===== src/sv/sha_pkg.sv =====
`default_nettype none
// ----------------------------------------------------------------------------
// SHA-256 package
// Item types, controller command and status types and round constants.
// ----------------------------------------------------------------------------
package sha_pkg;

  typedef struct packed {
    logic [31:0] message_word;
    logic [2:0]  byte_count;
    logic        final_word;
  } sha_in_t;

  typedef struct packed {
    logic [31:0] digest_word;
    logic [2:0]  digest_index;
    logic        last_digest;
  } sha_out_t;

  typedef enum logic [2:0] {
    ST_IDLE,
    ST_PAD,
    ST_ROUND,
    ST_FOLD,
    ST_EMIT
  } sha_state_t;

  typedef enum logic [1:0] {
    PUT_INPUT,
    PUT_ZERO,
    PUT_LEN_HI,
    PUT_LEN_LO
  } sha_put_t;

  typedef struct packed {
    logic     put;
    sha_put_t put_sel;
    logic     pend_marker;
    logic     round_start;
    logic     round_step;
    logic     fold;
    logic     emit_load;
    logic     emit_shift;
    logic     reset_hash;
  } sha_cmd_t;

  typedef struct packed {
    logic       block_full;
    logic [3:0] word_position;
    logic       round_last;
    logic       marker_pending;
  } sha_stat_t;

  localparam logic [31:0] MarkerWord = 32'h8000_0000;

  localparam logic [255:0] InitHash = {
    32'h6a09e667, 32'hbb67ae85, 32'h3c6ef372, 32'ha54ff53a,
    32'h510e527f, 32'h9b05688c, 32'h1f83d9ab, 32'h5be0cd19
  };

  function automatic logic [31:0] round_k(input logic [5:0] t);
    logic [31:0] k;
    case (t)
      6'd0: k = 32'h428a2f98;  6'd1: k = 32'h71374491;  6'd2: k = 32'hb5c0fbcf;
      6'd3: k = 32'he9b5dba5;  6'd4: k = 32'h3956c25b;  6'd5: k = 32'h59f111f1;
      6'd6: k = 32'h923f82a4;  6'd7: k = 32'hab1c5ed5;  6'd8: k = 32'hd807aa98;
      6'd9: k = 32'h12835b01;  6'd10: k = 32'h243185be; 6'd11: k = 32'h550c7dc3;
      6'd12: k = 32'h72be5d74; 6'd13: k = 32'h80deb1fe; 6'd14: k = 32'h9bdc06a7;
      6'd15: k = 32'hc19bf174; 6'd16: k = 32'he49b69c1; 6'd17: k = 32'hefbe4786;
      6'd18: k = 32'h0fc19dc6; 6'd19: k = 32'h240ca1cc; 6'd20: k = 32'h2de92c6f;
      6'd21: k = 32'h4a7484aa; 6'd22: k = 32'h5cb0a9dc; 6'd23: k = 32'h76f988da;
      6'd24: k = 32'h983e5152; 6'd25: k = 32'ha831c66d; 6'd26: k = 32'hb00327c8;
      6'd27: k = 32'hbf597fc7; 6'd28: k = 32'hc6e00bf3; 6'd29: k = 32'hd5a79147;
      6'd30: k = 32'h06ca6351; 6'd31: k = 32'h14292967; 6'd32: k = 32'h27b70a85;
      6'd33: k = 32'h2e1b2138; 6'd34: k = 32'h4d2c6dfc; 6'd35: k = 32'h53380d13;
      6'd36: k = 32'h650a7354; 6'd37: k = 32'h766a0abb; 6'd38: k = 32'h81c2c92e;
      6'd39: k = 32'h92722c85; 6'd40: k = 32'ha2bfe8a1; 6'd41: k = 32'ha81a664b;
      6'd42: k = 32'hc24b8b70; 6'd43: k = 32'hc76c51a3; 6'd44: k = 32'hd192e819;
      6'd45: k = 32'hd6990624; 6'd46: k = 32'hf40e3585; 6'd47: k = 32'h106aa070;
      6'd48: k = 32'h19a4c116; 6'd49: k = 32'h1e376c08; 6'd50: k = 32'h2748774c;
      6'd51: k = 32'h34b0bcb5; 6'd52: k = 32'h391c0cb3; 6'd53: k = 32'h4ed8aa4a;
      6'd54: k = 32'h5b9cca4f; 6'd55: k = 32'h682e6ff3; 6'd56: k = 32'h748f82ee;
      6'd57: k = 32'h78a5636f; 6'd58: k = 32'h84c87814; 6'd59: k = 32'h8cc70208;
      6'd60: k = 32'h90befffa; 6'd61: k = 32'ha4506ceb; 6'd62: k = 32'hbef9a3f7;
      default: k = 32'hc67178f2;
    endcase
    return k;
  endfunction

endpackage
`default_nettype wire


===== src/sv/sha_datapath.sv =====
`default_nettype none
// ----------------------------------------------------------------------------
// SHA-256 datapath
// Block buffer as a 16-word schedule window, round registers, hash state,
// bit length and digest output shifter.
// ----------------------------------------------------------------------------
module sha_datapath
  import sha_pkg::*;
(
  input  wire logic      clk,
  input  wire logic      rst,
  input  wire sha_cmd_t  cmd,
  input  wire sha_in_t   in_item,
  output sha_stat_t      stat,
  output logic [31:0]    digest_word
);

  logic [31:0] window [16];
  logic [3:0]  word_position;
  logic [63:0] total_bit_length;
  logic [31:0] hash_state [8];
  logic [31:0] v [8];
  logic [5:0]  round;
  logic [31:0] emit [8];
  logic        marker_pending;

  logic [2:0]  count;
  logic [31:0] keep;
  logic [31:0] mark;
  logic [31:0] put_word;
  logic [6:0]  add_bits;
  logic [31:0] s0, s1, w_new, e, a, big1, big0, choose, major, t1, t2;

  always_comb begin
    count = (!in_item.final_word || in_item.byte_count > 3'd4) ? 3'd4 : in_item.byte_count;
    case (count)
      3'd0: begin keep = 32'h0000_0000; mark = 32'h8000_0000; end
      3'd1: begin keep = 32'hff00_0000; mark = 32'h0080_0000; end
      3'd2: begin keep = 32'hffff_0000; mark = 32'h0000_8000; end
      3'd3: begin keep = 32'hffff_ff00; mark = 32'h0000_0080; end
      default: begin keep = 32'hffff_ffff; mark = 32'h0000_0000; end
    endcase
    add_bits = {1'b0, count, 3'b000};
    case (cmd.put_sel)
      PUT_INPUT:  put_word = (in_item.message_word & keep) | mark;
      PUT_ZERO:   put_word = marker_pending ? MarkerWord : 32'h0;
      PUT_LEN_HI: put_word = total_bit_length[63:32];
      default:    put_word = total_bit_length[31:0];
    endcase

    s0 = {window[1][6:0], window[1][31:7]} ^ {window[1][17:0], window[1][31:18]}
       ^ (window[1] >> 3);
    s1 = {window[14][16:0], window[14][31:17]} ^ {window[14][18:0], window[14][31:19]}
       ^ (window[14] >> 10);
    w_new = s1 + window[9] + s0 + window[0];

    e = v[4];
    a = v[0];
    big1 = {e[5:0], e[31:6]} ^ {e[10:0], e[31:11]} ^ {e[24:0], e[31:25]};
    choose = (e & v[5]) ^ (~e & v[6]);
    t1 = v[7] + big1 + choose + round_k(round) + window[0];
    big0 = {a[1:0], a[31:2]} ^ {a[12:0], a[31:13]} ^ {a[21:0], a[31:22]};
    major = (a & v[1]) ^ (a & v[2]) ^ (v[1] & v[2]);
    t2 = big0 + major;
  end

  always_ff @(posedge clk) begin
    if (cmd.put) begin
      window[word_position] <= put_word;
    end else if (cmd.round_step) begin
      for (int i = 0; i < 15; i++) begin
        window[i] <= window[i + 1];
      end
      window[15] <= w_new;
    end
    if (cmd.round_start) begin
      for (int i = 0; i < 8; i++) begin
        v[i] <= hash_state[i];
      end
    end else if (cmd.round_step) begin
      v[7] <= v[6];
      v[6] <= v[5];
      v[5] <= v[4];
      v[4] <= v[3] + t1;
      v[3] <= v[2];
      v[2] <= v[1];
      v[1] <= v[0];
      v[0] <= t1 + t2;
    end
    if (cmd.emit_load) begin
      for (int i = 0; i < 8; i++) begin
        emit[i] <= hash_state[i] + v[i];
      end
    end else if (cmd.emit_shift) begin
      for (int i = 0; i < 7; i++) begin
        emit[i] <= emit[i + 1];
      end
    end
  end

  always_ff @(posedge clk) begin
    if (rst || cmd.reset_hash) begin
      for (int i = 0; i < 8; i++) begin
        hash_state[i] <= InitHash[255 - 32 * i -: 32];
      end
      word_position    <= 4'd0;
      total_bit_length <= 64'd0;
      round            <= 6'd0;
      marker_pending   <= 1'b0;
    end else begin
      if (cmd.put) begin
        word_position <= word_position + 4'd1;
        if (cmd.put_sel == PUT_INPUT) begin
          total_bit_length <= total_bit_length + {57'd0, add_bits};
        end
        if (cmd.put_sel == PUT_ZERO) begin
          marker_pending <= 1'b0;
        end
      end
      if (cmd.pend_marker) begin
        marker_pending <= 1'b1;
      end
      if (cmd.round_start) begin
        round <= 6'd0;
      end else if (cmd.round_step) begin
        round <= round + 6'd1;
      end
      if (cmd.fold) begin
        for (int i = 0; i < 8; i++) begin
          hash_state[i] <= hash_state[i] + v[i];
        end
      end
    end
  end

  assign stat.block_full     = (word_position == 4'd15);
  assign stat.word_position  = word_position;
  assign stat.round_last     = (round == 6'd63);
  assign stat.marker_pending = marker_pending;
  assign digest_word         = emit[0];

`ifndef SYNTH
  a_pos_zero_in_rounds: assert property (@(posedge clk) disable iff (rst)
    cmd.round_step |-> word_position == 4'd0)
    else $error("rounds running on a part-filled block");
  a_fold_after_last: assert property (@(posedge clk) disable iff (rst)
    cmd.fold |-> $past(cmd.round_step) && $past(round) == 6'd63)
    else $error("fold without a full set of rounds");
  a_no_put_in_rounds: assert property (@(posedge clk) disable iff (rst)
    !(cmd.put && cmd.round_step))
    else $error("buffer write during rounds");
`endif

endmodule
`default_nettype wire


===== src/sv/sha_control.sv =====
`default_nettype none
// ----------------------------------------------------------------------------
// SHA-256 controller
// Sequences word intake, padding, compression rounds and digest output.
// ----------------------------------------------------------------------------
module sha_control
  import sha_pkg::*;
(
  input  wire logic      clk,
  input  wire logic      rst,
  input  wire logic      in_valid,
  input  wire sha_in_t   in_item,
  output logic           in_ready,
  output logic           out_valid,
  input  wire logic      out_ready,
  output logic [2:0]     out_index,
  input  wire sha_stat_t stat,
  output sha_cmd_t       cmd
);

  sha_state_t state, state_next;
  logic       padding, padding_next;
  logic [2:0] index, index_next;
  logic       take;
  logic       full_word;
  logic       emit_pending;
  logic       length_hi;

  always_ff @(posedge clk) begin
    if (rst) begin
      state   <= ST_IDLE;
      padding <= 1'b0;
      index   <= 3'd0;
    end else begin
      state   <= state_next;
      padding <= padding_next;
      index   <= index_next;
    end
  end

  always_comb begin
    state_next   = state;
    padding_next = padding;
    index_next   = index;
    cmd          = '0;
    cmd.put_sel  = PUT_ZERO;
    in_ready     = 1'b0;
    out_valid    = 1'b0;
    take         = 1'b0;
    full_word    = !in_item.final_word || in_item.byte_count >= 3'd4;
    unique case (state)
      ST_IDLE: begin
        in_ready = 1'b1;
        take     = in_valid;
        if (take) begin
          cmd.put     = 1'b1;
          cmd.put_sel = PUT_INPUT;
          if (in_item.final_word) begin
            padding_next    = 1'b1;
            cmd.pend_marker = full_word;
          end
          if (stat.block_full) begin
            cmd.round_start = 1'b1;
            state_next      = ST_ROUND;
          end else if (in_item.final_word) begin
            state_next = ST_PAD;
          end
        end
      end
      ST_PAD: begin
        cmd.put = 1'b1;
        if (stat.marker_pending || stat.word_position < 4'd14) begin
          cmd.put_sel = PUT_ZERO;
        end else if (stat.word_position == 4'd14) begin
          cmd.put_sel = PUT_LEN_HI;
        end else if (length_hi) begin
          cmd.put_sel  = PUT_LEN_LO;
          padding_next = 1'b0;
        end else begin
          cmd.put_sel = PUT_ZERO;
        end
        if (stat.block_full) begin
          cmd.round_start = 1'b1;
          state_next      = ST_ROUND;
        end
      end
      ST_ROUND: begin
        cmd.round_step = 1'b1;
        if (stat.round_last) begin
          state_next = ST_FOLD;
        end
      end
      ST_FOLD: begin
        cmd.fold      = 1'b1;
        cmd.emit_load = emit_pending;
        if (padding || stat.marker_pending) begin
          state_next = ST_PAD;
        end else if (emit_pending) begin
          state_next = ST_EMIT;
        end else begin
          state_next = ST_IDLE;
        end
      end
      ST_EMIT: begin
        out_valid = 1'b1;
        if (out_ready) begin
          cmd.emit_shift = 1'b1;
          index_next     = index + 3'd1;
          if (index == 3'd7) begin
            cmd.reset_hash = 1'b1;
            state_next     = ST_IDLE;
          end
        end
      end
      default: state_next = ST_IDLE;
    endcase
  end

  always_ff @(posedge clk) begin
    if (rst) begin
      emit_pending <= 1'b0;
    end else if (state == ST_PAD && cmd.put_sel == PUT_LEN_LO) begin
      emit_pending <= 1'b1;
    end else if (state == ST_FOLD) begin
      emit_pending <= 1'b0;
    end
  end

  always_ff @(posedge clk) begin
    if (rst) begin
      length_hi <= 1'b0;
    end else begin
      length_hi <= (state == ST_PAD) && (cmd.put_sel == PUT_LEN_HI);
    end
  end

  assign out_index = index;

`ifndef SYNTH
  a_emit_after_fold: assert property (@(posedge clk) disable iff (rst)
    $rose(out_valid) |-> $past(state) == ST_FOLD)
    else $error("digest shown without a finished block");
  a_idle_index_zero: assert property (@(posedge clk) disable iff (rst)
    state == ST_IDLE |-> index == 3'd0)
    else $error("digest index not back at zero");
  a_no_take_busy: assert property (@(posedge clk) disable iff (rst)
    in_ready |-> !out_valid)
    else $error("intake open while digest pending");
`endif

endmodule
`default_nettype wire


===== src/sv/sha256_message_digest.sv =====
`default_nettype none
// ----------------------------------------------------------------------------
// SHA-256 message digest
// Hashes a word stream and returns the eight digest words.
// ----------------------------------------------------------------------------
//  channel  signals                      item
//  in       in_valid in_ready in_item    message word, byte count, final flag
//  out      out_valid out_ready out_item digest word, index, last flag
//
// A non-final word that does not complete a block is written into the buffer. A
// word that completes a block starts a compression of 64 rounds on the one
// round unit and one fold. The final word adds up to two padded blocks, then
// eight result items at one a cycle while out_ready is high. Reset is
// synchronous; input stalls hold the block in its current state.
// ----------------------------------------------------------------------------
module sha256_message_digest
  import sha_pkg::*;
(
  input  wire logic     clk,
  input  wire logic     rst,
  input  wire logic     in_valid,
  output logic          in_ready,
  input  wire sha_in_t  in_item,
  output logic          out_valid,
  input  wire logic     out_ready,
  output sha_out_t      out_item
);

  sha_cmd_t    cmd;
  sha_stat_t   stat;
  logic [31:0] digest_word;
  logic [2:0]  out_index;

  sha_control u_control (
    .clk       (clk),
    .rst       (rst),
    .in_valid  (in_valid),
    .in_item   (in_item),
    .in_ready  (in_ready),
    .out_valid (out_valid),
    .out_ready (out_ready),
    .out_index (out_index),
    .stat      (stat),
    .cmd       (cmd)
  );

  sha_datapath u_datapath (
    .clk         (clk),
    .rst         (rst),
    .cmd         (cmd),
    .in_item     (in_item),
    .stat        (stat),
    .digest_word (digest_word)
  );

  assign out_item.digest_word  = digest_word;
  assign out_item.digest_index = out_index;
  assign out_item.last_digest  = (out_index == 3'd7);

endmodule
`default_nettype wire

===== config.mk =====
export PLATFORM = sky130hd
export DESIGN_NAME = sha256_message_digest
export DESIGN_NICKNAME = d
export VERILOG_FILES = /design/src/sv/sha_pkg.sv /design/src/sv/sha_datapath.sv /design/src/sv/sha_control.sv /design/src/sv/sha256_message_digest.sv
export SDC_FILE = /design/constraint.sdc
export NUM_CORES = 2
export LEC_CHECK = 0
export ABC_AREA = 1
export BUFFER_PORTS_ARGS = -buffer_cell sky130_fd_sc_hd__buf_2
export CAP_MARGIN = 30
export CELL_PAD_IN_SITES_DETAIL_PLACEMENT = 1
export CELL_PAD_IN_SITES_GLOBAL_PLACEMENT = 1
export CORE_ASPECT_RATIO = 1.1
export CORE_MARGIN = 5
export CORE_UTILIZATION = 35
export DETAILED_ROUTE_END_ITERATION = 7
export PLACE_DENSITY_LB_ADDON = 0.25
export SYNTH_ARGS = -nofsm -noshare
export SYNTH_HDL_FRONTEND = slang
export SYNTH_SLANG_ARGS = --single-unit

===== constraint.sdc =====
create_clock -name clk -period 12.18 [get_ports clk]
set_input_delay 0 -clock clk [delete_from_list [all_inputs] [get_ports clk]]
set_output_delay 0 -clock clk [all_outputs]
set_load 0.005 [all_outputs]

==> flow_metrics.env <==
export IMPL_p_clk_frac=0.379
export IMPL_grt_max_degree=221
export IMPL_viasPerCell=5.393
export IMPL_rsz0062_at_grt="false"
export IMPL_hp_class="in2reg"
export IMPL_mappedNetlistNets=11210
export IMPL_swShare=0.3262
export IMPL_arrival_ps=7880
export IMPL_htreeDepth=4
export IMPL_cp_start_kind="register"
export IMPL_final_layout_size_suffix_gt1_frac=0.05365
export IMPL_nets=11260
export IMPL_peakVddDrop_mv=0.09970
export IMPL_end_kind="register"
export IMPL_synthDistinctLibCells=59
export IMPL_syn_area_per_cell_um2=8.415
export IMPL_synthArstFlopShare=0
export IMPL_insertion_delay_ps=910
export IMPL_path_buf_inv=6
export IMPL_io_pins=78
export IMPL_drtIter0Drc=5841
export IMPL_p_leak_nw=42.44
export IMPL_initial_core_util=0.3510
export IMPL_required_ps=12740
export IMPL_syn_area_um2=88960
export IMPL_path_clk_slew_ps=70
export IMPL_max_clock_path_buffers=4
export IMPL_setup_viol=0
export IMPL_clock_tree_root_cell="clkbuf_16"
export IMPL_ant_nets=0
export IMPL_place_congestion=0.9944
export IMPL_grt_pass1_vias=79610
export IMPL_dp_cells=13750
export IMPL_tns_ps=0
export IMPL_cp_slowest_cell="edfxtp_1"
export IMPL_fin_skew_ps=121.5
export IMPL_pwr_density_cell_nw_per_um2=139.0
export IMPL_slowest_delay_ps=770
export IMPL_cts_buffers=172
export IMPL_period_share=0.6005
export IMPL_clock_sinks=1393
export IMPL_multi_input_comb_area_um2=42440
export IMPL_cts_tree="built"
export IMPL_syn_inst=10570
export IMPL_gr_total_overflow=0
export IMPL_via_count=76000
export IMPL_status="complete, no violations"
export IMPL_slew_headroom=0.1464
export IMPL_path_class="reg2reg"
export IMPL_dieArea_um2=264400
export IMPL_die_h_um=538.8
export IMPL_synth_seq_cells=1393
export IMPL_finalMaxSlewViolations=0
export IMPL_filler_cell_count=30030
export IMPL_core_area_um2=253400
export IMPL_internal_power_mw=9.293
export IMPL_max_cap_violations=0
export IMPL_place_hpwl_mm=313.2
export IMPL_critPathMaxFanout=7
export IMPL_seq_area_frac_synth=0.4575
export IMPL_ys_flop_type="edfxtp_1"
export IMPL_routed_wl_mm=402.6
export IMPL_fin_cells=14090
export IMPL_area_growth_pct=11.53
export IMPL_die_x_um=490.7
export IMPL_max_clock_freq_ghz=0.1367
export IMPL_cpLargestDelayFamily="adder cells"
export IMPL_grt_pass1_wl_mm=572.9
export IMPL_synth_edf_count=1280
export IMPL_dr_pass1_iters=8
export IMPL_ctsResizeCount=0
export IMPL_rows=194
export IMPL_worst_pin_slew_ps=1280
export IMPL_synth_warnings=0
export IMPL_grt_usage=0.2954
export IMPL_routedWlPerCell_um=28.57
export IMPL_remaining_drc_errors=0
export IMPL_p_seq_frac=0.391
export IMPL_layout_min_cycle_time_ps=7315
export IMPL_power_switching_mw=4.499
export IMPL_crit_top_cell="inv_1"
export IMPL_antenna_found_initial=8
export IMPL_portBuffers=77
export IMPL_regArea_um2=40700
export IMPL_comb_power_share=0.230
export IMPL_finalHoldViolations=0
## path summary, 6_finish.rpt
kind,from,end,slack (ps),cells after the start
worst max-delay path,u_datapath.v[0][141],u_datapath.v[0][19],4870,26
worst min-delay path,in_item[6],u_datapath.window[0][2],70,6
worst max register to register,u_datapath.v[0][141],u_datapath.v[0][19],4870,26
worst min register to register,u_datapath.total_bit_length[62],u_datapath.total_bit_length[62],480,2
## logic make-up (layout without fill, tap and decap cells)
family | after synthesis | count (layout) | synth area share
AND/OR/NAND/NOR | 4983 | 4983 | 0.2263
buffers and inverters | 1558 | 1741 | 0.06841
AO/OA/AOI/OAI | 1542 | 1542 | 0.09784
flip-flops | 1393 | 1393 | 0.4575
adder cells (fa/ha/maj) | 594 | 594 | 0.1001
XOR/XNOR | 501 | 501 | 0.04983
other | 0 | 5 | 0
## flip-flops by register name, indices dropped and copies added (netlist names), named ones only
| name | cells |
|---|---|
| u_datapath.emit | 256 |
| u_control.length_hi | 1 |
| u_datapath.word_position | 4 |
| u_datapath.round | 6 |
| u_datapath.marker_pending | 1 |
| u_datapath.hash_state | 256 |
| u_control.emit_pending | 1 |
| u_control.state | 3 |
| u_datapath.v | 256 |
| u_control.padding | 1 |
| u_control.out_index | 3 |
| u_datapath.window | 512 |
| u_datapath.total_bit_length | 61 |
## power groups by stage
stage,combinational [mW],clock (mW),sequential (mW)
4_1_cts,3.15,5.32,5.40
2_1_floorplan,1.97,0,5.46
3_3_place_gp,3.11,0,5.50
5_1_grt,3.46,5.52,5.39
6_report,3.17,5.23,5.40
3_5_place_dp,3.12,0,5.50
## cell usage after synthesis (4+ instances only)
master     number  area, µm²
nand3_1       550       2753
nor4_1         22      137.6
nand2_2         4      25.02
nand2_1      3438      12900
o21a_1         48      360.4
fa_1          196       3924
nor2_2         10      62.56
nand4_1        91      569.3
nor3_1         91      455.4
and3_1          5      31.28
o21ai_0       658       3293
xor2_1        265       2321
buf_4          39      292.8
a21oi_2        16      140.1
a31oi_1        36      225.2
a21oi_1       530       2653
nand3b_1       28      210.2
buf_1          11      41.29
ha_1          398       4980
a221oi_4        4      105.1
and2_1          6      37.54
dfxtp_1       113       2262
a21boi_0       36      270.3
inv_2          17      63.81
nor2_1        694       2605
or2_2          30      187.7
edfxtp_1     1280      38440
clkbuf_1      241      904.6
o22ai_1        12      75.07
o31ai_1        15      112.6
inv_1        1178       4422
xnor2_1       233       2041
buf_2          71      355.3
o211ai_1       24      180.2
o21ai_1         6      30.03
nor2_4          5      56.30
o21bai_1       48      360.4
o221ai_1       16      140.1
o2111ai_1       6      52.55
a211oi_1        5      37.54
a21o_1         66      495.5
## what timing repair did
action                                 4_1_cts  5_1_grt
hold buffers                                35        0
buffers inserted                             0        0
endpoints found under the hold margin      403        0
## cells in the final DEF (no fill, tap or decap), types with 10 or more instances in the layout
cell type         n
o21a_1           48
a21oi_1         529
edfxtp_1       1280
o31ai_4          11
clkinvlp_4       10
clkinv_1         23
nor4_1           22
inv_1          1176
nand2_1        3432
o21ai_0         653
xor2_1          265
clkbuf_1         38
nand3_1         550
ha_1            398
dlygate4sd3_1    35
fa_1            196
clkinv_2         25
nor3_1           91
or2_2            30
o22ai_1          12
nor2_1          694
o21bai_1         48
bufinv_16        15
o221ai_1         16
a31oi_1          35
buf_4           113
dfxtp_1         113
nand3b_1         28
clkbuf_16       179
a21boi_0         36
a21oi_2          15
buf_2            83
xnor2_1         233
inv_2            15
a21o_1           66
o211ai_1         24
nand4_1          91
## final cells by class
cell class / instances / area share
repair buffers: 242 / 0.01861
clock inverters: 81 / 0.008538
clock buffers: 222 / 0.04728
inverters: 1196 / 0.04546
flip-flops and latches: 1393 / 0.4102
diodes: 5 / 0.0001261
multi-input cells: 7620 / 0.4278
well taps: 3332 / 0.04202
## metrics by stage
stage	area [µm²]	hold WS, ps	util	setup slack, ps	power (mW)
2_1_floorplan	88960	69.07	-	4587	7.421
3_3_place_gp	93080	301.1	0.3673	5002	8.602
3_5_place_dp	93300	312.2	0.3682	5033	8.616
4_1_cts	99190	19.84	0.3914	4986	13.86
5_1_grt	99210	42.12	0.3915	4500	14.38
6_report	99220	68.72	0.3915	4865	13.79
## routing by layer
metal	routed length [µm]	up-vias	track usage
li1	-	34900	-
met4	26100	4	0.1568
met1	165100	38440	0.3644
met2	194200	1979	0.5079
met3	17100	666	0.03286
met5	30	-	0
## worst min-delay path, stage by stage
cell	delay (ps)
buf_2	80
nand3_1	210
o21ai_0	180
inv_1	60
buf_4	230
nand2_1	100
Power figures use the tool's default switching activity.
